[src/rtl/core/swhd_pkg.sv]
// shared types, constants and saturation helper for the stereo widener
package swhd_pkg;

    localparam int SAMPLE_BITS = 24;
    localparam int WG_W        = 11;
    localparam int SG_W        = 9;
    localparam int DS_W        = 12;
    localparam int WG_FRAC     = 8;
    localparam int SG_FRAC     = 8;
    localparam int CFG_IDX_W   = 2;
    localparam int CFG_DATA_W  = 12;
    localparam int WIDE_W      = 40;

    // register indexes
    localparam logic [CFG_IDX_W-1:0] REG_WIDTH_GAIN    = CFG_IDX_W'(0);
    localparam logic [CFG_IDX_W-1:0] REG_SURROUND_GAIN = CFG_IDX_W'(1);
    localparam logic [CFG_IDX_W-1:0] REG_DELAY_SAMPLES = CFG_IDX_W'(2);

    // register reset values
    localparam logic [WG_W-1:0] WG_RESET = WG_W'(256);
    localparam logic [SG_W-1:0] SG_RESET = SG_W'(0);
    localparam logic [DS_W-1:0] DS_RESET = DS_W'(0);

    typedef logic signed [SAMPLE_BITS-1:0] t_sample;
    typedef logic signed [WIDE_W-1:0]      t_wide;

    typedef struct packed {
        t_sample left_in;
        t_sample right_in;
        logic    frame_last;
    } t_in_item;

    typedef struct packed {
        t_sample left_out;
        t_sample right_out;
        logic    frame_last_out;
    } t_out_item;

    localparam t_wide SAT_HI = (t_wide'(1) <<< (SAMPLE_BITS - 1)) - t_wide'(1);
    localparam t_wide SAT_LO = ~SAT_HI;

    // clamp a wide signed value to the sample range
    function automatic t_sample sat_sample(input t_wide x);
        t_sample y;
        if (x > SAT_HI) begin
            y = t_sample'(SAT_HI);
        end else if (x < SAT_LO) begin
            y = t_sample'(SAT_LO);
        end else begin
            y = t_sample'(x);
        end
        return y;
    endfunction

endpackage

[src/rtl/core/swhd_widen.sv]
// mid/side widening of one stereo pair
module swhd_widen (
    input  swhd_pkg::t_sample         i_left,
    input  swhd_pkg::t_sample         i_right,
    input  logic [swhd_pkg::WG_W-1:0] i_gain,
    output swhd_pkg::t_sample         o_left,
    output swhd_pkg::t_sample         o_right
);
    import swhd_pkg::*;

    logic signed [SAMPLE_BITS:0]        sum;
    logic signed [SAMPLE_BITS:0]        dif;
    logic signed [WG_W:0]               gain_s;
    logic signed [SAMPLE_BITS+WG_W+1:0] side;
    t_wide                              mid_w;
    t_wide                              left_w;
    t_wide                              right_w;

    // sum and difference of the pair
    assign sum    = (SAMPLE_BITS + 1)'(i_left) + (SAMPLE_BITS + 1)'(i_right);
    assign dif    = (SAMPLE_BITS + 1)'(i_left) - (SAMPLE_BITS + 1)'(i_right);
    assign gain_s = signed'({1'b0, i_gain});

    // side scaled by the width gain, mid brought to the same fraction
    assign side  = dif * gain_s;
    assign mid_w = t_wide'(sum) <<< WG_FRAC;

    // halve (mid is l+r) and drop the gain fraction, rounding down
    assign left_w  = (mid_w + t_wide'(side)) >>> (WG_FRAC + 1);
    assign right_w = (mid_w - t_wide'(side)) >>> (WG_FRAC + 1);

    assign o_left  = sat_sample(left_w);
    assign o_right = sat_sample(right_w);

endmodule

[config.mk]
export PLATFORM = sky130hd
export DESIGN_NAME = swhd_widen
export DESIGN_NICKNAME = d
export VERILOG_FILES = /design/src/rtl/core/swhd_pkg.sv /design/src/rtl/core/swhd_widen.sv
export SDC_FILE = /design/constraint.sdc
export NUM_CORES = 1
export LEC_CHECK = 0
export ABC_CLOCK_PERIOD_IN_PS = 10600
export BUFFER_PORTS_ARGS = -buffer_cell sky130_fd_sc_hd__buf_2
export CAP_MARGIN = 20
export CORE_ASPECT_RATIO = 0.75
export CORE_MARGIN = 1
export CORE_UTILIZATION = 49
export DETAILED_ROUTE_END_ITERATION = 10
export GPL_TIMING_DRIVEN = 1
export PLACE_DENSITY_LB_ADDON = 0.25
export SYNTH_ARGS = -nofsm -noshare
export SYNTH_HDL_FRONTEND = slang
export SYNTH_SLANG_ARGS = --single-unit
[constraint.sdc]
create_clock -name vclk -period 10.6
set_input_delay 0.53 -clock vclk [all_inputs]
set_output_delay 0.53 -clock vclk [all_outputs]
set_load 0.005 [all_outputs]
Word-level counts from Yosys, hierarchy flattened --
Cells that the tools add are included.
Storage, ports and cells: output and inout port bits 48, latch bits 0, bits of input ports 59, register bits after elaboration 0, word-level logic and storage cells 13, memory bits (read-only) 0, memories 0, RAM bits 0
Cells by class: muxes and demuxes 4, bitwise gates (word level) 0, $lt $le $gt $ge 4, add/sub/neg operators 4, shift-type cells 0, equality and inequality tests 0, reduce and logical (&&, ||, !) cells 0, divide/modulo/power cells 0, multipliers 1
Operators with widths (number):
- 24-bit 2-to-1 mux | 4
- 29-bit by 24-bit > comparator with 1-bit output (second input constant) | 2
- 29-bit by 24-bit less-than comparator with 1-bit output (second input constant) | 2
- 33-bit by 37-bit adder with 38-bit output | 1
- 33-bit by 37-bit subtractor with 38-bit output | 1
- 25-bit by 12-bit multiplier with 37-bit output | 1
- 24-bit by 24-bit adder with 25-bit output | 1
- 24-bit by 24-bit subtractor with 25-bit output | 1

Logic depth before layout (Yosys ltp) --
depth in word-level cells 6, mapped depth 51, depth with buffers taken out 48

Worst setup path before layout --
OpenSTA, ideal clock, no wires.
kind in2out, start point input port i_left[0], end point output port o_right[13], stages on the path 51, slack -79 ps, arrival 10149 ps, cells stage by stage inv_1 > ha_1 > fa_1 > nor2b_1 > o21ai_0 > a21oi_1 > o21ai_1 > a21o_1 > a21oi_1 > o31a_1 > o21ai_0 > nand2b_1 > a21oi_1 > xnor2_1 > clkbuf_1 > nand2_1 > fa_1 > fa_1 > [15 not listed] > a21oi_1 > o21bai_1 > a21oi_1 > xnor2_1 > ha_1 > clkbuf_1 > inv_1 > a21oi_1 > o21ai_0 > a21oi_1 > nor2_1 > o21ai_0 > o311ai_4 > a2111oi_0 > o31ai_1 > nand2_2 > buf_6 > o211ai_2
On the way: cells in the longest elaborated chain, start to end 6
RTL lines:
- start: declaration | line swhd_widen.sv:3 | input swhd_pkg::t_sample i_left,
- 24-bit by 24-bit subtractor with 25-bit output | line swhd_widen.sv:21 | assign dif = (SAMPLE_BITS + 1)'(i_left) - (SAMPLE_BITS + 1)'(i_right);
- 25-bit by 12-bit multiplier with 37-bit output | line swhd_widen.sv:25 | assign side = dif * gain_s;
- 33-bit by 37-bit subtractor with 38-bit output * | line swhd_widen.sv:30 | assign right_w = (mid_w - t_wide'(side)) >>> (WG_FRAC + 1);
- 29-bit by 24-bit less-than comparator with 1-bit output | line swhd_pkg.sv:47 | end else if (x < SAT_LO) begin
- 24-bit 2-to-1 mux | line swhd_pkg.sv:47
- 24-bit 2-to-1 mux * | line swhd_pkg.sv:45 | if (x > SAT_HI) begin
- end: declaration | line swhd_widen.sv:7 | output swhd_pkg::t_sample o_right
Every way passes the cells marked *; elsewhere a longest branch is shown, timed or not.

Final worst setup path --
Same ends and word-level chain as after synthesis.

==> flow_summary.json <==
{
  "synth_cell_types": 70,
  "flops_and_latches": 0,
  "stdcell_area_sq_um": 19700,
  "grt-ovfl-total": 0,
  "min_period_ps": 10940,
  "report.final.setup_viol": 41,
  "crit_fanout": 5,
  "via_count": 14400,
  "hold_violations": 0,
  "synth_xor_area_share_pct": 7.36,
  "first_iter_violations": 1082,
  "cp.required_ps": 10070,
  "start_util_pct": 50.0,
  "fill_cells": 2454,
  "layout_commonest_cell": "inv_1",
  "drc_errors": 0,
  "io_buffers": 107,
  "synth_fa_ha_area_share_pct": 47.9,
  "fp.dieH_um": 154,
  "ioPinCount": 107,
  "final.setup.worst_slack_ps": -339,
  "grt_pass1_vias": 14100,
  "synth_top_family_by_area": "adder cells",
  "slowest_stage": "fa_2",
  "drt-vias-per-instance": 5.33,
  "hpwl_um": 37100,
  "multi_input_area_sq_um": 14200,
  "whs_ps": 2050,
  "critical_path.max_stage_delay_ps": 580,
  "worst_slew_pin_slew_ps": 1050,
  "synthSimpleGateAreaFrac_pct": 16.7,
  "syn_area_sq_um": 15100,
  "grt_pass1_wl_um": 72400,
  "cpMostUsedCell": "fa_1",
  "slew_viol_final": 0,
  "antenna_found_initial": 0,
  "slew_headroom_pct": 28.5,
  "placed_area_sq_um": 18200,
  "ff_latch_area_sq_um": 0,
  "syn_area_per_cell_sq_um": 7.87,
  "fmax_mhz": 91.4,
  "track_usage_pct": 28.3,
  "yosys_warnings": 0,
  "syn_nets": 2409,
  "drive_above_1_share_pct": 28.9,
  "postSynthCellCount": 1919,
  "nets": 2786,
  "synth-compound-area-share_pct": 15.7,
  "run_status": "finished, violations left",
  "hold_class": "primary input to output port",
  "arrival_ps": 10410,
  "antenna_cells": 0,
  "rsz0062_at_grt": "true",
  "path_class": "primary input to output port",
  "grt_max_degree": 27,
  "routed_wl_um": 45400,
  "post-route-period-util_pct": 103,
  "dieArea_sq_um": 31500,
  "yosysSeqAreaShare_pct": 0,
  "violations": "negative setup slack",
  "final_cell_mix": "380 x inv_1, 318 x buf_4, 234 x fa_1",
  "syn_to_final_growth_pct": 30.5,
  "end_kind": "output port",
  "coreArea_sq_um": 30200,
  "holdBufCountCts": 0,
  "start_kind": "primary input",
  "drt_pass1_iterations": 7,
  "muxShareOfSynthArea_pct": 0.199,
  "cap_violations": 0,
  "fp.dieW_um": 205,
  "avgRoutedWirePerCell_um": 16.9,
  "gp_congestion": 0.949,
  "pre_cts_ws_ps": -746,
  "antenna_left": 0,
  "fp-row-count": 55,
  "nClkBuffers": 0
}
-- layer usage --
layer	wire [um]	GRT usage, %	part of all wire (%)	vias to the layer above
li1	-	-	-	6756
met1	21400	43.2	47	7038
met2	20500	44.3	45	516
met3	2960	2.92	6.5	49
met4	547	2.91	1.2	0
met5	0	0	0	-
-- stage by stage --
| step | setup TNS [ps] | utilization (%) | std cells |
|---|---|---|---|
| 6_report | -8870 | 65.3 | 2693 |
| 5_1_grt | -28250 | 65.3 | 2693 |
| 4_1_cts | -5910 | 63.1 | 2674 |
| 3_5_place_dp | -31640 | 60.1 | 2636 |
| 3_3_place_gp | -26680 | 60.1 | 2636 |
| 2_1_floorplan | 0 | - | 1919 |
-- logic make-up after synthesis --
group,Yosys count
AND/OR/NAND/NOR,526
buffers and inverters,484
adder cells (fa/ha/maj),431
AO/OA/AOI/OAI,348
XOR/XNOR,127
multiplexers,3
-- Yosys cell counts, types with 4 or more instances --
master	n	area (sq um)
clkbuf_1	77	289
nand2b_1	15	93.8
a211oi_1	8	60.1
o21a_1	9	67.6
o211ai_2	20	250
a21oi_1	107	536
o22ai_1	4	25.0
inv_1	389	1460
xor2_1	32	280
o211ai_1	12	90.1
xnor2_1	95	832
nor2_1	86	323
o31ai_1	7	52.6
nand2_1	213	800
and2b_1	7	52.6
inv_2	6	22.5
a2111oi_0	4	35.0
a21boi_0	6	45.0
o21ai_1	32	160
a21o_1	24	180
and2_1	97	607
or3_1	7	43.8
a31oi_1	8	50.1
o21ai_0	41	205
fa_1	245	4900
a211o_1	4	35.0
o21bai_1	30	225
nand4_1	5	31.3
and3_1	6	37.5
or2_2	7	43.8
nand3_1	17	85.1
buf_2	8	40.0
nor3_1	28	140
ha_1	186	2330
nor2b_1	25	156
-- repair_timing --
item | 4_1_cts | 5_1_grt
resized for setup | 115 | 108
pin swaps | 132 | 104
endpoints found under the setup margin | 48 | 48
cloned | 4 | 3
setup buffers | 34 | 18
-- cell type report --
cell class	instances	area share [%]
Inverter	397	7.58
Multi-Input combinational cell	1436	72.0
Tap cell	399	2.53
Timing Repair Buffer	461	17.9
-- path summary, 6_finish.rpt --
| check | startpoint | endpoint | slack (ps) | cells after the start |
|---|---|---|---|---|
| max | i_left[0] | o_right[13] | -340 | 47 |
| min | i_right[1] | o_left[0] | 2050 | 7 |
-- worst max-delay path: cells and delay by family --
kind                       cells  cell delay (ps)
adders and majority gates      9             3660
AOI/OAI and AO/OA             16             3110
buffers and inverters         13             1430
and+or+nand+nor                7             1260
xor gates and xnor gates       2              400
Power is not shown: default switching activity piles up to over one toggle a cycle in this logic, so the estimate is an artifact.
