`src/rtl/core/swhd_pkg.sv`:
```
// shared types, constants and saturation helper for the stereo widener
package swhd_pkg;

    localparam int SAMPLE_BITS = 24;
    localparam int WG_W        = 11;
    localparam int SG_W        = 9;
    localparam int DS_W        = 12;
    localparam int WG_FRAC     = 8;
    localparam int SG_FRAC     = 8;
    localparam int CFG_IDX_W   = 2;
    localparam int CFG_DATA_W  = 12;
    localparam int WIDE_W      = 40;

    // register indexes
    localparam logic [CFG_IDX_W-1:0] REG_WIDTH_GAIN    = CFG_IDX_W'(0);
    localparam logic [CFG_IDX_W-1:0] REG_SURROUND_GAIN = CFG_IDX_W'(1);
    localparam logic [CFG_IDX_W-1:0] REG_DELAY_SAMPLES = CFG_IDX_W'(2);

    // register reset values
    localparam logic [WG_W-1:0] WG_RESET = WG_W'(256);
    localparam logic [SG_W-1:0] SG_RESET = SG_W'(0);
    localparam logic [DS_W-1:0] DS_RESET = DS_W'(0);

    typedef logic signed [SAMPLE_BITS-1:0] t_sample;
    typedef logic signed [WIDE_W-1:0]      t_wide;

    typedef struct packed {
        t_sample left_in;
        t_sample right_in;
        logic    frame_last;
    } t_in_item;

    typedef struct packed {
        t_sample left_out;
        t_sample right_out;
        logic    frame_last_out;
    } t_out_item;

    localparam t_wide SAT_HI = (t_wide'(1) <<< (SAMPLE_BITS - 1)) - t_wide'(1);
    localparam t_wide SAT_LO = ~SAT_HI;

    // clamp a wide signed value to the sample range
    function automatic t_sample sat_sample(input t_wide x);
        t_sample y;
        if (x > SAT_HI) begin
            y = t_sample'(SAT_HI);
        end else if (x < SAT_LO) begin
            y = t_sample'(SAT_LO);
        end else begin
            y = t_sample'(x);
        end
        return y;
    endfunction

endpackage

```
`src/rtl/core/swhd_mix.sv`:
```
// surround mix of the delayed sample, or delayed-right output
module swhd_mix (
    input  swhd_pkg::t_sample         i_left,
    input  swhd_pkg::t_sample         i_right,
    input  swhd_pkg::t_sample         i_delayed,
    input  logic [swhd_pkg::SG_W-1:0] i_gain,
    output swhd_pkg::t_sample         o_left,
    output swhd_pkg::t_sample         o_right
);
    import swhd_pkg::*;

    logic signed [SG_W:0]             gain_s;
    logic signed [SAMPLE_BITS+SG_W:0] prod;
    t_wide                            sur;

    // delayed sample times surround gain, fraction dropped
    assign gain_s = signed'({1'b0, i_gain});
    assign prod   = i_delayed * gain_s;
    assign sur    = t_wide'(prod) >>> SG_FRAC;

    // zero gain selects delayed-right mode
    always_comb begin
        if (i_gain != '0) begin
            o_left  = sat_sample(t_wide'(i_left) + sur);
            o_right = sat_sample(t_wide'(i_right) - sur);
        end else begin
            o_left  = i_left;
            o_right = i_delayed;
        end
    end

endmodule

```
`config.mk`:
```
export PLATFORM = sky130hd
export DESIGN_NAME = swhd_mix
export DESIGN_NICKNAME = d
export VERILOG_FILES = /design/src/rtl/core/swhd_pkg.sv /design/src/rtl/core/swhd_mix.sv
export SDC_FILE = /design/constraint.sdc
export NUM_CORES = 1
export LEC_CHECK = 0
export ABC_AREA = 1
export BUFFER_PORTS_ARGS = -buffer_cell sky130_fd_sc_hd__clkbuf_2
export CAP_MARGIN = 20
export CORE_UTILIZATION = 45
export DETAILED_ROUTE_END_ITERATION = 16
export GPL_TIMING_DRIVEN = 0
export PLACE_DENSITY = 0.64
export RECOVER_POWER = 25
export SYNTH_ARGS = -nofsm -noshare
export SYNTH_HDL_FRONTEND = slang
export SYNTH_SLANG_ARGS = --single-unit
```
`constraint.sdc`:
```
create_clock -name vclk -period 29.4
set_input_delay 5.88 -clock vclk [all_inputs]
set_output_delay 5.88 -clock vclk [all_outputs]
set_load 0.03 [all_outputs]
```
# Word level (Yosys, flattened, before mapping)

Cells that the tools add are included.

Bitwise logic cells: 0
Mux-type cells: 6
Divide/modulo/power cells: 0
Magnitude comparators: 4
$add $sub $neg: 2
Equality and inequality tests: 0
Reduce and logical (&&, ||, !) cells: 1
Shift-type cells: 0
$mul: 1

Operators by type and width:

| cell                                                             | count |
|---|---|
| two-way mux 24 bit                                               | 6 |
| greater-than comparator 27 x 24 -> 1 bit (second input constant) | 2 |
| less-than comparator 27 x 24 -> 1 bit (second input constant)    | 2 |
| multiplier 24 x 10 -> 34 bit                                     | 1 |
| adder 24 x 26 -> 27 bit                                          | 1 |
| subtractor 24 x 26 -> 27 bit                                     | 1 |
| nonzero test 9 bit                                               | 1 |

Bits in latches: 0
Bits in writable memories: 0
Bits in read-only memories: 0
Input bits: 81
Register bits: 0
Memories kept: 0
Logic and storage cells: 14

# Logic depth before layout (Yosys ltp)

Depth after elaboration: 6
Mapped depth: 43
Depth with buffers taken out: 40

# Worst setup path after synthesis

Ideal clock, no wire load.

Path kind: input port to output port
Start: input i_gain[3] in the netlist's numbering
End: output o_right[2]
Setup slack: 10.447 ns
Arrival time: 13.073 ns
Cell stages on the path: 41
Cells stage by stage: clkbuf_1 > clkbuf_1 > nand2_1 > fa_1 > inv_1 > fa_1 > inv_1 > fa_1 > inv_1 > fa_1 > inv_1 > fa_1 > inv_1 > ha_1 > a21oi_1 > inv_1 > a21oi_1 > inv_1 > (+5 left out) > xor2_1 > inv_1 > ha_1 > nand2_1 > nor2_1 > nand2_1 > nor4_1 > nand2_1 > o211ai_1 > nand4_1 > nand3_1 > nand2_1 > nor2_1 > nand2_2 > nand2_4 > buf_6 > nand2_1 > a21oi_1

Word-level cells in the longest chain between the ends: 6

Ends and longest elaborated chain:

| what                                  | RTL line       | source |
|---|---|---|
| start, declared                       | swhd_mix.sv:6  | `input logic [swhd_pkg::SG_W-1:0] i_gain,` |
| multiplier 24 x 10 -> 34 bit          | swhd_mix.sv:18 | `assign prod = i_delayed * gain_s;` |
| subtractor 24 x 26 -> 27 bit          | swhd_mix.sv:25 | `o_right = sat_sample(t_wide'(i_right) - sur);` |
| less-than comparator 27 x 24 -> 1 bit | swhd_pkg.sv:47 | `end else if (x < SAT_LO) begin` |
| two-way mux 24 bit                    | swhd_pkg.sv:47 |  |
| two-way mux 24 bit                    | swhd_pkg.sv:45 | `if (x > SAT_HI) begin` |
| two-way mux 24 bit *                  | swhd_mix.sv:23 | `if (i_gain != '0) begin` |
| end, declared                         | swhd_mix.sv:8  | `output swhd_pkg::t_sample o_right` |

Mark *: on every way between the ends. The rest lies on a longest branch, timed or not.

# Worst setup path after layout

Start: input i_gain[3] in the netlist's numbering
End: output o_left[5]

Word-level cells in the longest chain between the ends: 6

Ends and longest elaborated chain:

| what                                  | RTL line       | source |
|---|---|---|
| multiplier 24 x 10 -> 34 bit          | swhd_mix.sv:18 |  |
| adder 24 x 26 -> 27 bit               | swhd_mix.sv:24 | `o_left = sat_sample(t_wide'(i_left) + sur);` |
| less-than comparator 27 x 24 -> 1 bit | swhd_pkg.sv:47 |  |
| two-way mux 24 bit                    | swhd_pkg.sv:47 |  |
| two-way mux 24 bit                    | swhd_pkg.sv:45 |  |
| two-way mux 24 bit *                  | swhd_mix.sv:23 |  |
| end, declared                         | swhd_mix.sv:7  | `output swhd_pkg::t_sample o_left,` |

Marks and branches as above.

==> metrics.md <==
| Metric | Value |
|---|---|
| Path class of the lowest-slack min-delay path | in -> out |
| Number of diodes added for antenna fixing | 0 |
| Detailed Routing Iterations Pass 1 | 7 |
| Hold slack | approximately 12 ns |
| Number of distinct library cells after synthesis | 41 |
| Syn_nets | between 2000 and 2500 |
| Initial core utilization | 46.33% |
| Kind of end point of the critical path | output port |
| Slew @ Worst Pin | 0.8442 ns |
| Element type at the critical path start | input pin |
| Detailed-placement wirelength estimate | 28.40 mm |
| Startpoint of the worst hold path | i_left[3] |
| Routed vias/inst | 5.036 |
| Most instantiated cells after synthesis | sky130_fd_sc_hd__nand2_1, sky130_fd_sc_hd__inv_1, sky130_fd_sc_hd__fa_1, sky130_fd_sc_hd__ha_1, sky130_fd_sc_hd__nor2_1 |
| Register area | 0 um^2 |
| Cells resized by post-CTS repair | 0 |
| Ratio of final minimum period to clock period | 71.99% |
| Slowest stage cell on the critical path | sky130_fd_sc_hd__clkbuf_1 |
| Register area share after synthesis | 0% |
| Max_cap viols | 0 |
| Area occupied by multi-input gates | 9590 um^2 |
| Growth of design area from synthesis to finish | 7.551% |
| Fin nets | 2126 |
| Post-synthesis instance area | 11370 um^2 |
| Summed area of non-filler cells in the final layout | 12230 um^2 |
| Data required time of the critical path | 23.52 ns |
| Max Fanout on Critical Path | 10 |
| Die Area | 25900 um^2 |
| Unrepaired setup endpoints after global routing | no |
| Setup violation total in the final timing report | 0 |
| Max-Slew Margin vs Limit | 43.51% |
| Post-CTS setup buffer count | 0 |
| Overall die width | 160.9 um |
| First-iteration detailed-routing DRC count | 596 |
| Number of global-route vias before repair | between 10000 and 15000 |
| PortBufs | 98 |
| Number of clock-tree buffers in the layout | 0 |
| Leading cell type by number of instances after synthesis | sky130_fd_sc_hd__nand2_1 |
| Final Hold Fails | 0 |
| Arrival time of the worst setup path | 15.29 ns |
| Cell with the most instances on the worst path | sky130_fd_sc_hd__nand2_1 |
| Largest net degree at the start of global routing | 11 |
| Seq Cell Count | 0 |
| Area of the core | 24530 um^2 |
| Highest clock rate | 47.25 MHz |
| Number of antenna violations at the first check in global routing | 0 |
| Time the final worst path needs with I/O delays and setup | 21.17 ns |
| GRT Residual Overflow | 0 |
| Final weighted congestion in routability-driven placement | 0.9288 |
| Mean cell area of the mapped netlist | 6.919 um^2 |
| Share of final-layout standard cells stronger than drive strength 1 | a little under an eighth |
| Yosys top cell area share | 31.52% |
| Core Rows | 57 |
| Main area contributors after synthesis | sky130_fd_sc_hd__fa_1, sky130_fd_sc_hd__nand2_1, sky130_fd_sc_hd__ha_1, sky130_fd_sc_hd__inv_1, sky130_fd_sc_hd__xor2_1 |
| Count of mapped cells out of synthesis | 1643 |
| Number of warnings reported in the yosys synthesis log | 0 |
| Cell taking the most area after synthesis | sky130_fd_sc_hd__fa_1 |
| Count of final max-slew check failures | 0 |
| Vias | 10400 |
| Hold Crit Endpoint | o_left[3] |
| Count of nets left with antenna violations after detail routing | 0 |
| CP peak stage delay | between 0.6 and 0.7 ns |
| Number of design rule violations left after detail routing | 0 |
| Routed WL | between 30 and 40 mm |
| Final setup TNS | 0 ns |
| Global-route usage over all layers | a little over a quarter |
| Result of the run | complete, no violations |
| Vert. Die Dim | 160.9 um |
| Post-CTS Hold Buffers | 0 |
| Wire length of the first global-routing pass | around 54 mm |
| Setup CP Type | in -> out |
| Final-layout fill cell count | 2615 |
| Wire length per cell | 15.96 um |
| I/O Pins | 129 |
| Placement-stage cell area | 12260 um^2 |
| Hold path depth | 4 |
worst max path at each step:
stage,to,start,cells after the start
6_report,o_left[5],i_gain[3],42
5_1_grt,o_left[5],i_gain[3],39
4_1_cts,o_right[15],i_gain[3],42
3_5_place_dp,o_right[15],i_gain[3],42
3_3_place_gp,o_right[15],i_gain[3],42
2_1_floorplan,o_right[2],i_gain[3],41
critical path: cells and delay by family:
family / cells / cell delay [ns]
adders and majority gates: 7 / 3.18
buffers and inverters: 11 / 2.34
AOI/OAI and AO/OA: 7 / 1.76
and+or+nand+nor: 16 / 1.70
xor gates and xnor gates: 1 / 0.41
layout make-up:
cell class                      instances  area share [%]
Buffer                                 61           2.282
Inverter                              392           12.04
Multi-Input combinational cell       1190           78.45
Tap cell                              324           3.316
Timing Repair Buffer                   98           3.920
cell families (layout without fill, tap and decap cells):
family,count (synthesis),count (layout),synth area share [%]
and+or+nand+nor,623,623,22.83
buffers and inverters,453,551,15.53
AOI/OAI and AO/OA,192,192,10.95
adders and majority gates,302,302,45.06
xor gates and xnor gates,73,73,5.625
metal layers:
metal | up-vias | wire length [um] | global-route usage (%)
li1 | 5111 | - | -
met1 | 4975 | 15310 | 37.71
met2 | 279 | 15380 | 43.81
met3 | 35 | 1693 | 1.369
met4 | 0 | 575 | 3.473
met5 | - | 0 | 0
metrics by stage:
stage | utilization (%) | setup WS [ns] | cells
5_1_grt | 49.83 | 7.660 | 2065
2_1_floorplan | - | 10.45 | 1643
6_report | 49.83 | 8.235 | 2065
3_5_place_dp | 49.98 | 8.598 | 2065
3_3_place_gp | 49.98 | 8.660 | 2065
4_1_cts | 49.98 | 8.559 | 2065
placed cells by master, fill, tap and decap left out, drive strengths merged, types with 10 or more instances in the layout:
cell type	n
nand2	464
inv	392
fa	179
clkbuf	139
a21oi	124
ha	123
nor2	100
xor2	54
nand3	37
o21ai	34
buf	20
xnor2	19
nand4	10
Power is not shown: default switching activity piles up to over one toggle a cycle in this logic, so the estimate is an artifact.
