**config.mk**
```make
export PLATFORM = sky130hd
export DESIGN_NAME = swhd_dmod
export DESIGN_NICKNAME = d
export VERILOG_FILES = /design/src/rtl/core/swhd_pkg.sv /design/src/rtl/core/swhd_dmod.sv
export SDC_FILE = /design/constraint.sdc
export NUM_CORES = 1
export LEC_CHECK = 0
export BUFFER_PORTS_ARGS = -buffer_cell sky130_fd_sc_hd__buf_4
export CAP_MARGIN = 10
export CORE_MARGIN = 5
export CORE_UTILIZATION = 30
export CTS_CLUSTER_SIZE = 8
export DETAILED_ROUTE_END_ITERATION = 7
export SYNTH_ARGS = -nofsm -noshare
export SYNTH_HDL_FRONTEND = slang
export SYNTH_SLANG_ARGS = --single-unit
```
**constraint.sdc**
```tcl
create_clock -name i_clk -period 1.62 [get_ports i_clk]
set_input_delay 0.081 -clock i_clk [delete_from_list [all_inputs] [get_ports i_clk]]
set_output_delay 0.081 -clock i_clk [all_outputs]
set_load 0.05 [all_outputs]
```
**src/rtl/core/swhd_pkg.sv**
```systemverilog
// shared types, constants and saturation helper for the stereo widener
package swhd_pkg;

    localparam int SAMPLE_BITS = 24;
    localparam int WG_W        = 11;
    localparam int SG_W        = 9;
    localparam int DS_W        = 12;
    localparam int WG_FRAC     = 8;
    localparam int SG_FRAC     = 8;
    localparam int CFG_IDX_W   = 2;
    localparam int CFG_DATA_W  = 12;
    localparam int WIDE_W      = 40;

    // register indexes
    localparam logic [CFG_IDX_W-1:0] REG_WIDTH_GAIN    = CFG_IDX_W'(0);
    localparam logic [CFG_IDX_W-1:0] REG_SURROUND_GAIN = CFG_IDX_W'(1);
    localparam logic [CFG_IDX_W-1:0] REG_DELAY_SAMPLES = CFG_IDX_W'(2);

    // register reset values
    localparam logic [WG_W-1:0] WG_RESET = WG_W'(256);
    localparam logic [SG_W-1:0] SG_RESET = SG_W'(0);
    localparam logic [DS_W-1:0] DS_RESET = DS_W'(0);

    typedef logic signed [SAMPLE_BITS-1:0] t_sample;
    typedef logic signed [WIDE_W-1:0]      t_wide;

    typedef struct packed {
        t_sample left_in;
        t_sample right_in;
        logic    frame_last;
    } t_in_item;

    typedef struct packed {
        t_sample left_out;
        t_sample right_out;
        logic    frame_last_out;
    } t_out_item;

    localparam t_wide SAT_HI = (t_wide'(1) <<< (SAMPLE_BITS - 1)) - t_wide'(1);
    localparam t_wide SAT_LO = ~SAT_HI;

    // clamp a wide signed value to the sample range
    function automatic t_sample sat_sample(input t_wide x);
        t_sample y;
        if (x > SAT_HI) begin
            y = t_sample'(SAT_HI);
        end else if (x < SAT_LO) begin
            y = t_sample'(SAT_LO);
        end else begin
            y = t_sample'(x);
        end
        return y;
    endfunction

endpackage

```
**src/rtl/core/swhd_dmod.sv**
```systemverilog
// delay register with reduction modulo the ring depth
module swhd_dmod #(
    parameter int RING_DEPTH = 4096
) (
    input  logic                          i_clk,
    input  logic                          i_rst_n,
    input  logic                          i_load,
    input  logic [swhd_pkg::DS_W-1:0]     i_value,
    output logic                          o_busy,
    output logic [$clog2(RING_DEPTH)-1:0] o_delay
);
    import swhd_pkg::*;

    localparam int     PTR_W   = $clog2(RING_DEPTH);
    localparam int     RSHIFT  = DS_W + $clog2(RING_DEPTH);
    localparam int     RECIP_W = DS_W + 2;
    localparam int     PROD_W  = DS_W + RECIP_W;
    localparam longint RECIP_L = ((64'sd1 <<< RSHIFT) + RING_DEPTH - 1) / RING_DEPTH;
    localparam logic [RECIP_W-1:0] RECIP    = RECIP_W'(RECIP_L);
    localparam logic [DS_W-1:0]    DEPTH_LO = DS_W'(RING_DEPTH);

    logic [DS_W-1:0]   r_val;
    logic [DS_W-1:0]   r_q;
    logic [DS_W-1:0]   r_rem;
    logic              r_busy;
    logic              r_second;
    logic [PROD_W-1:0] q_prod;
    logic [DS_W-1:0]   q_calc;
    logic [DS_W-1:0]   q_times_d;

    // quotient by reciprocal multiplication, exact over the whole delay range
    assign q_prod    = PROD_W'(r_val) * PROD_W'(RECIP);
    assign q_calc    = DS_W'(q_prod >> RSHIFT);
    assign q_times_d = r_q * DEPTH_LO;

    // quotient registered first, then the remainder
    always_ff @(posedge i_clk) begin
        if (!i_rst_n) begin
            r_val    <= DS_RESET;
            r_q      <= '0;
            r_rem    <= DS_RESET;
            r_busy   <= 1'b0;
            r_second <= 1'b0;
        end else if (i_load) begin
            r_val    <= i_value;
            r_busy   <= 1'b1;
            r_second <= 1'b0;
        end else if (r_busy) begin
            if (!r_second) begin
                r_q      <= q_calc;
                r_second <= 1'b1;
            end else begin
                r_rem    <= r_val - q_times_d;
                r_busy   <= 1'b0;
                r_second <= 1'b0;
            end
        end
    end

    assign o_busy  = r_busy;
    assign o_delay = PTR_W'(r_rem);

endmodule

```
* Yosys cells after proc, flatten, opt, wreduce, memory -nomap -nowiden
Cells that the tools add are included.
Word-level totals: bits in registers 26, input bits 15, output and inout port bits 13, logic and storage cells 11
Cells by class: mux-type cells 3, bitwise operators 2, reductions and logical operators 2
Operator list (count):
- $mux 1 | 3
- $reduce_and 3->1 | 1
- $not 1->1 | 2
- $reduce_or 2->1 | 1

* Logic depth before layout (Yosys ltp)
Gate-level depths: netlist of run 1.
depth in word-level cells 3, mapped depth 5, gate-level depth less buffers 2

* Least setup slack after synthesis of run 1
OpenSTA, ideal clock, no wires.
path kind reg2reg, start point reg r_busy (netlist: o_busy), end point reg r_rem[10] (netlist: o_delay[10]), setup time 0.072 ns, arrival time 1.302 ns, data required time 1.548 ns, path slack 0.246 ns, stages on the path, launching flop included 5, path buffers 2, period minus slack after synthesis 1.374 ns, path through dfxtp_1 -> and3b_1 -> buf_6 -> buf_6 -> mux2i_1
Between the ends: cells in the longest elaborated chain, start to end 1
RTL lines:
- start, declared | line swhd_dmod.sv:25 | logic r_busy;
- start signal, assigned | line swhd_dmod.sv:42 | r_busy <= 1'b0;
- start signal, assigned | line swhd_dmod.sv:46 | r_busy <= 1'b1;
- start signal, assigned | line swhd_dmod.sv:54 | r_busy <= 1'b0;
- $reduce_and 3->1 (no source line)
- end signal, assigned | line swhd_dmod.sv:53 | r_rem <= r_val - q_times_d;
- end, declared | line swhd_dmod.sv:24 | logic [DS_W-1:0] r_rem;
Every way passes these cells. A chain may end at the register's enable or synchronous reset.

* Worst setup path in the final report of run 1
Ends and elaborated chain as after synthesis.

==> run metrics, run 1 <==
Multi-input gate area 444 um^2; # IOs 28; die outline area 4650 um^2; vias in the first global route 696; Leak approximately 0.53 nW; drt wl/cell between 10 and 15 um; initial antenna violation count 0; synth cell count leaders dfxtp_1 (26), mux2i_1 (24), nand2_1 (24); Final Wtd Congestion 0.687; crit-path max cell delay 400 ps; Synth cell types 12; drt first pass iters 4; Routed Antenna Nets 0; Register Area roughly 520 um^2; final hold vios 0; Worst slew margin about four fifths; #FFs+latches synth 26; Startpoint Class register; Post-synth EDFFs 0; Setup CP Type reg2reg; # setup viols final 0; Post-CTS Repair Setup Buffers 0; Logic pwr share 9.7%; RSZ-0062 raised after global routing false; clk sinks 26; # rows 21; Fin Setup TNS 0 ps; Total Routed Length between 2000 and 2500 um; Clock Power Share 29.5%; GRT Total Usage 9.25%; Post-CTS Hold Buffers 0; YS warnings 0; Max Clk Rate 915 MHz; maximum VDD drop slightly below 0.4 mV; crit path max-delay cell type dfxtp_1; final slew viol count 0; post-DP HPWL 1420 um; Starting Density roughly 30%; Synth Net Count ~110; WP data arrival 1340 ps; Finished Layout Cells roughly 170; Die Y between 60 and 70 um; CTS Buf Count 3; Main synth FF type dfxtp_1; Hold Crit Class in2reg; Internal Pwr Total 854 uW; Tmin final 1090 ps; Die Width 68.2 um; vias per cell about 4.1; worst-margin pin slew 327 ps; mean area per synthesized cell 10.3 um^2; crit end category register; outcome completed; Tcrit/Tclk final 67.4%; Clk Latency, worst-skew pair approximately 320 ps; sequential fraction of the synthesis area 51.2%; CTS H-tree depth 1; DRC 0; vias 699; # resized after CTS 0; core box area 3310 um^2; Critical Path RT between 1500 and 2000 ps; Fin Hold WS 9.52 ps; Port Buffers 27; CTS tree built; Nets 139; switching power between 200 and 300 uW; Clock transition at path regs roughly 150 ps; pin count of the biggest net entering global routing 39; top area cells in the synthesized netlist dfxtp_1 (51%), mux2i_1 (24%), nand2_1 (8.9%), nor2b_1 (8.0%), buf_6 (2.2%); DR iter-0 viols 29; Critical Path Fanout Max 12; Synth area leader dfxtp_1; # Max-Cap Violations 0; switching share of power 22.9%; diode count 0; root buffer cell clkbuf_4; first-pass GRT wire length 3190 um; Synth async-reset ratio 0%; most common cell in the synthesized netlist dfxtp_1; fillers 357; Max Clock Skew about 10 ps; Placed Cells about 170; Final Power around 1.1 mW; Synth-to-Final Area Change 24.9%; Sequential Power Share 60.8%; Cells after Synth between 90 and 100; Clock Path Buffers 2; global route total overflow 0; Synth top area share approximately half; cells along the critical path and3b_1 > buf_4 > mux2i_1; pwr dens about 870 nW/um^2; share of layout cells above drive strength 1 approximately a quarter; Post-Syn Area just over 1000 um^2
==> power by group through the flow <==
stage | combinational, mW | sequential, mW | clock, mW
finish | 0.107 | 0.674 | 0.327
CTS | 0.109 | 0.674 | 0.335
global placement | 0.106 | 0.686 | 0
floorplan | 0.0640 | 0.694 | 0
detailed placement | 0.109 | 0.688 | 0
global route | 0.119 | 0.677 | 0.360
==> critical path: cells and delay by family (launching register included) <==
family,cells,cell delay (ps)
buffers and inverters,1,230
AND/OR/NAND/NOR,1,180
flip-flops,1,400
multiplexers,1,220
==> cell families (layout without fill, tap and decap cells) <==
| logic type | count (synthesis) | in the layout | share of synthesized area (%) |
|---|---|---|---|
| AOI/OAI and AO/OA | 1 | 1 | 0.739 |
| xor gates and xnor gates | 1 | 1 | 0.862 |
| and+or+nand+nor | 39 | 39 | 18.5 |
| DFF | 26 | 26 | 51.2 |
| muxes | 24 | 24 | 23.6 |
| buffers and inverters | 8 | 32 | 5.05 |
==> stage by stage <==
step / utilization [%] / instance area [um^2] / setup slack (ps)
2_1_floorplan: - / 1020 / 246
3_3_place_gp: 37.2 / 1230 / 608
3_5_place_dp: 37.2 / 1230 / 546
4_1_cts: 38.3 / 1270 / 510
5_1_grt: 38.3 / 1270 / 413
6_report: 38.3 / 1270 / 528
==> layer usage <==
layer  track usage [%]  routed length (um)  up-vias
li1                  -                   -      364
met1              11.3                 912      317
met2              15.6                 981       16
met3              2.46                  97        2
met4              2.98                  13        0
met5                 0                   0        -
==> flip-flops by register name, indices dropped and copies added (netlist names) <==
register / flops
r_val: 12
o_busy: 1
o_delay: 12
r_second: 1
==> worst paths after layout <==
path / from / to / slack [ps] / depth (start not counted)
max: o_busy / o_delay[10] / 530 / 3
min reg2reg: o_delay[8] / o_delay[8] / 470 / 2
min: i_value[2] / r_val[2] / 10 / 3
max reg2reg: o_busy / o_delay[10] / 530 / 3
==> cell usage in the layout (no fill, tap or decap) <==
cell,synthesis,final
buf_4,1,28
dfxtp_1,26,26
mux2i_1,24,24
nand2_1,24,24
nor2b_1,13,13
clkbuf_4,0,3
and3b_1,1,1
o21a_1,1,1
xnor2_1,1,1
nor3b_1,1,1
clkbuf_8,0,1
==> area by class of cell <==
cell class                      instances  area share, %
Sequential cell                        26           41.0
Multi-Input combinational cell         65           35.0
Timing Repair Buffer                   28           16.6
Tap cell                               46           4.54
Clock buffer                            4           2.86
(Power assumes the default switching activity.)
==> run 2, diff against run 1 <==
==> constraint.sdc (replaced) <==
create_clock -name i_clk -period 1.1 [get_ports i_clk]
set_input_delay 0.055 -clock i_clk [delete_from_list [all_inputs] [get_ports i_clk]]
set_output_delay 0.055 -clock i_clk [all_outputs]
set_load 0.05 [all_outputs]
==> run 2 against run 1 <==
Routed wire length down 1.0%. Core utilization up 3.6 points. Largest cell class unchanged. Final cell count up 7.7%. Sequential power up 47%. Clock power up 26%. Largest power group unchanged. Worst setup slack worse by 430 ps.
==> run metrics, run 2 (same netlist as run 1, synthesis figures left out) <==
Startpoint Class register; root buffer cell clkbuf_4; switching share of power 23.1% (+0.20 points); # setup viols final 0 (unchanged); Crit path depth 3 (unchanged); Final Power 1.59 mW (+44%); Logic pwr share 12.1% (+2.4 points); Hold Path Depth 3 (unchanged); CTS tree built; Sequential Power Share 62.2% (+1.4 points); Hold Path End r_val[9]; Worst slew margin 78.9% (+0.66 points); # Max-Cap Violations 0 (unchanged); Max Clock Skew 10.6 ps (+0.161 ps); outcome completed; Hold Crit Class in2reg; Final WS setup 101 ps (-427 ps); Max Clk Rate 1000 MHz (+9.3%); vias in the first global route 753 (+8.2%); worst slack, placed 115 ps (-431 ps); Fin Setup TNS 0 ps (unchanged); final hold vios 0 (unchanged); Internal Pwr Total 1.23 mW (+43%); die outline area 4650 um^2 (unchanged); Setup CP Type reg2reg; CTS Buf Count 3 (unchanged); global route total overflow 0 (unchanged); most frequent cells in the layout buf_4 (30), dfxtp_1 (25), mux2i_1 (24), nand2_1 (24), nor2b_1 (13); post-DP HPWL 1370 um (-3.0%); final slew viol count 0 (unchanged); r2r endpoint o_delay[0]; Clock Power Share 25.8% (-3.7 points); Clock transition at path regs 140 ps (about the same); vias 751 (+7.4%); Critical Path Fanout Max 6 (-6); Tcrit/Tclk final 90.8% (+23 points); drt first pass iters 2 (-2); fillers 349 (-2.2%); drt wl/cell 10.9 um (-8.1%); WP data arrival 1260 ps (-80 ps); vias per cell 4.13 (-0.24%); worst-margin pin slew 317 ps (-9.87 ps); DR iter-0 viols 25 (-14%); CTS H-tree depth 1 (unchanged); core box area 3310 um^2 (unchanged); DP Area 1250 um^2 (+1.5%); Die Y 68.2 um (unchanged); first-pass GRT wire length 3190 um (unchanged); Tmin final 999 ps (-93.2 ps); Die Width 68.2 um (unchanged); Critical Path RT 1360 ps (-510 ps); maximum VDD drop 0.905 mV (+130%); clk sinks 26 (unchanged); worst reg2reg path startpoint o_busy; crit path max-delay cell type dfxtp_4; GRT Total Usage 9.50% (+0.26 points); Port Buffers 27 (unchanged); RSZ-0062 raised after global routing false; Clk Latency, worst-skew pair 320 ps (about the same); pin count of the biggest net entering global routing 39 (unchanged); Final Wtd Congestion 0.712 (+3.7%); Synth-to-Final Area Change 36.6%; Routed Antenna Nets 0 (unchanged); crit end category register; DRC 0 (unchanged); switching power 368 uW (+45%); Starting Density 30.7% (unchanged); hold_sp i_value[9]; r2r setup slk 100 ps (-430 ps); cell count of the worst reg-to-reg path 3 (unchanged); most common cell after layout, fill and taps aside buf_4; diode count 0 (unchanged); Total Routed Length 1980 um (-1.0%); Clock Path Buffers 2 (unchanged); crit-path max cell delay 380 ps (-20 ps); initial antenna violation count 0 (unchanged); CP Buf/Inv Count 1 (unchanged); pwr dens 1150 nW/um^2 (+32%); Leak 0.576 nW (+9.6%); family with the most delay on the worst path flip-flops; final instance area 1390 um^2 (+9.4%); # IOs 28 (unchanged); # rows 21 (unchanged); Nets 152 (+9.4%); share of layout cells above drive strength 1 25.0% (-1.0 points); cells along the critical path and3b_1 > buf_4 > mux2i_1
## run 2: cell types whose count changed in the layout (fill, tap and decap cells not counted), sizes merged
| cell | before | now |
|---|---|---|
| dlygate4sd3 | 0 | 11 |
| buf | 28 | 30 |
## run 2: through the flow
step	util, %	cells	hold slack (ps)
2_1_floorplan	-	99	224
3_3_place_gp	37.8	167	311
3_5_place_dp	37.8	167	319
4_1_cts	41.9	182	17.7
5_1_grt	41.9	182	25.0
6_report	41.9	182	28.0
## run 2: final cells by class
cell class | count | area (um^2) | area share [%]
clock buffers | 4 | 26.3 | 1.89
well taps | 46 | 57.6 | 4.15
multi-input cells | 65 | 444 | 32.0
flip-flops and latches | 26 | 524 | 37.8
repair buffers | 41 | 335 | 24.2
## run 2: power groups by stage
stage / sequential (mW) / combinational (mW) / clock, mW
finish: 0.991 / 0.192 / 0.411
global route: 0.996 / 0.211 / 0.466
CTS: 0.991 / 0.194 / 0.432
detailed placement: 1.01 / 0.163 / 0
global placement: 1.01 / 0.160 / 0
floorplan: 1.02 / 0.0947 / 0
## run 2: worst register-to-register path: stages, from the launching register on
cell     delay, ps
dfxtp_4        380
and3b_1        190
buf_4          180
mux2i_1        190
## run 2: timing repair
| item | 4_1_cts | 5_1_grt |
|---|---|---|
| setup buffers | 0 | 0 |
| gates resized for setup | 0 | 0 |
| hold buffers | 11 | 0 |
| endpoints found under the hold margin | 11 | 0 |
## run 2: layer usage
layer  up-vias  GRT usage (%)  wire length [um]
li1        393              -                 -
met1       339           8.98               810
met2        15           17.4              1030
met3         4           4.11               109
met4         0           4.47                33
met5         -              0                 0
## run 2: worst max path at each step
stage,startpoint,end,slack [ps]
3_5_place_dp,r_second,o_delay[0],110
6_report,o_busy,o_delay[0],100
4_1_cts,o_busy,o_delay[0],90
5_1_grt,r_second,o_delay[5],10
3_3_place_gp,r_second,o_delay[8],170
2_1_floorplan,o_busy,o_delay[10],6
==> run 3, diff against run 2 <==
--- a/config.mk
+++ b/config.mk
@@ -7,7 +7,7 @@
 export LEC_CHECK = 0
 export BUFFER_PORTS_ARGS = -buffer_cell sky130_fd_sc_hd__buf_4
 export CAP_MARGIN = 10
-export CORE_MARGIN = 5
+export CORE_MARGIN = 2
 export CORE_UTILIZATION = 30
 export CTS_CLUSTER_SIZE = 8
 export DETAILED_ROUTE_END_ITERATION = 7
==> run 3 against run 2 <==
Sequential cell count stayed put. Count of clock-buffer cells in the layout stayed put. Critical path depth stayed put. Worst hold slack worse by 24 ps. Sequential power hardly changed. Die area is 17% lower.
==> run metrics, run 3 (same netlist as run 1, synthesis figures left out) <==
Clock Power Share 25.6% (-0.2 points); Final Power 1.59 mW (-0.11%); Max Clk Rate 974 MHz (-2.7%); Clock Path Buffers 2 (unchanged); crit end category register; vias 756 (+0.67%); final hold vios 0 (unchanged); Total Routed Length 1930 um (-2.7%); r2r endpoint o_delay[3]; Startpoint Class register; hold_sp i_value[4]; pwr dens 1150 nW/um^2 (-0.20%); WP data arrival 1270 ps (about the same); # IOs 28 (unchanged); Die Width 62.2 um (-8.8%); Util after Layout 42.3% (+0.37 points); share of layout cells above drive strength 1 25.7% (+0.74 points); maximum VDD drop 0.458 mV (-49%); # rows 21 (unchanged); root buffer cell clkbuf_4; CTS tree built; vias in the first global route 700 (-7.0%); Hold Path End r_val[4]; most common cell after layout, fill and taps aside buf_4; drt first pass iters 4 (+2); pin count of the biggest net entering global routing 39 (unchanged); worst-margin pin slew 326 ps (+8.60 ps); Tcrit/Tclk final 93.3% (+2.5 points); Die Y 62.2 um (-8.8%); r2r setup slk 70 ps (-30 ps); cells along the critical path and3b_1 > buf_4 > mux2i_1; Starting Density 30.9% (+0.25 points); post-DP HPWL 1360 um (-1.3%); global route total overflow 0 (unchanged); Final Wtd Congestion 0.690 (-3.1%); die outline area 3870 um^2 (-17%); Port Buffers 27 (unchanged); Critical Path RT 1350 ps (about the same); drt wl/cell 10.6 um (-2.7%); CTS Buf Count 3 (unchanged); # setup viols final 0 (unchanged); switching power 366 uW (-0.46%); CP Buf/Inv Count 1 (unchanged); final slew viol count 0 (unchanged); switching share of power 23.0% (-0.081 points); Logic pwr share 12.1% (about the same); Fin Setup TNS 0 ps (unchanged); core box area 3280 um^2 (-0.79%); Final WS setup 73.6 ps (-27.2 ps); outcome completed; CTS H-tree depth 1 (unchanged); Routed Antenna Nets 0 (unchanged); Tmin final 1030 ps (+27.2 ps); vias per cell 4.15 (+0.67%); Setup CP Type reg2reg; clk sinks 26 (unchanged); diode count 0 (unchanged); Clock transition at path regs 140 ps (about the same); final instance area 1390 um^2 (about the same); Clk Latency, worst-skew pair 310 ps (about the same); # Max-Cap Violations 0 (unchanged); Critical Path Fanout Max 8 (+2); DP Area 1250 um^2 (unchanged); family with the most delay on the worst path flip-flops; cell count of the worst reg-to-reg path 3 (unchanged); RSZ-0062 raised after global routing false; GRT Total Usage 10.1% (+0.56 points); initial antenna violation count 0 (unchanged); Max Clock Skew 5.16 ps (-5.40 ps); Sequential Power Share 62.3% (about the same); Hold Crit Class in2reg; Leak 0.577 nW (about the same); Worst slew margin 78.3% (-0.57 points); Crit path depth 3 (unchanged); crit-path max cell delay 380 ps (about the same); worst slack, placed 81.5 ps (-33.1 ps); worst reg2reg path startpoint o_busy; crit path max-delay cell type dfxtp_4; Nets 152 (unchanged); DRC 0 (unchanged); most frequent cells in the layout buf_4 (30), mux2i_1 (24), nand2_1 (24), dfxtp_1 (24), nor2b_1 (13); DR iter-0 viols 36 (+44%); first-pass GRT wire length 3140 um (-1.5%); Hold Path Depth 3 (unchanged); Internal Pwr Total 1.23 mW (about the same); Synth-to-Final Area Change 36.7% (about the same)
## run 3: power groups by stage
stage / Combinational [mW] / Sequential [mW] / Clock [mW]
finish: 0.193 / 0.992 / 0.407
global route: 0.212 / 0.998 / 0.463
CTS: 0.195 / 0.992 / 0.435
detailed placement: 0.164 / 1.01 / 0
global placement: 0.160 / 1.01 / 0
floorplan: 0.0947 / 1.02 / 0
## run 3: what timing repair did
| item | in CTS | in global routing |
|---|---|---|
| endpoints found under the setup margin | 0 | 4 |
| buffers inserted | 0 | 0 |
| hold endpoints to repair | 11 | 0 |
| hold buffers | 11 | 0 |
| resized for setup | 0 | 1 |
## run 3: per-stage QoR
step | hold WS, ps | cells
3_3_place_gp | 312 | 167
5_1_grt | 21.4 | 182
4_1_cts | 1.38 | 182
6_report | 4.36 | 182
2_1_floorplan | 224 | 99
3_5_place_dp | 323 | 167
## run 3: final cells by class
class | count | area, um^2
Fill cell | 335 | 1900
Sequential cell | 26 | 526
Multi-Input combinational cell | 65 | 444
Timing Repair Buffer | 41 | 335
Tap cell | 46 | 57.6
Clock buffer | 4 | 26.3
## run 3: worst min-delay path: stages
cell     delay, ps
buf_4           80
mux2i_1         50
nor2b_1        100
## run 3: worst max path at each step
stage,startpoint,end,slack (ps)
after global routing,o_busy,o_delay[3],5
final,o_busy,o_delay[3],70
after CTS,r_second,o_delay[3],50
after floorplan,o_busy,o_delay[10],6
after global placement,r_second,o_delay[3],150
after detailed placement,r_second,o_delay[9],80
## run 3: layer usage
layer | part of all wire (%) | global-route usage [%] | vias to the layer above
li1 | - | - | 393
met1 | 47 | 13.2 | 347
met2 | 47 | 16.2 | 14
met3 | 4.1 | 2.17 | 2
met4 | 1.2 | 4.17 | 0
met5 | 0 | 0 | -
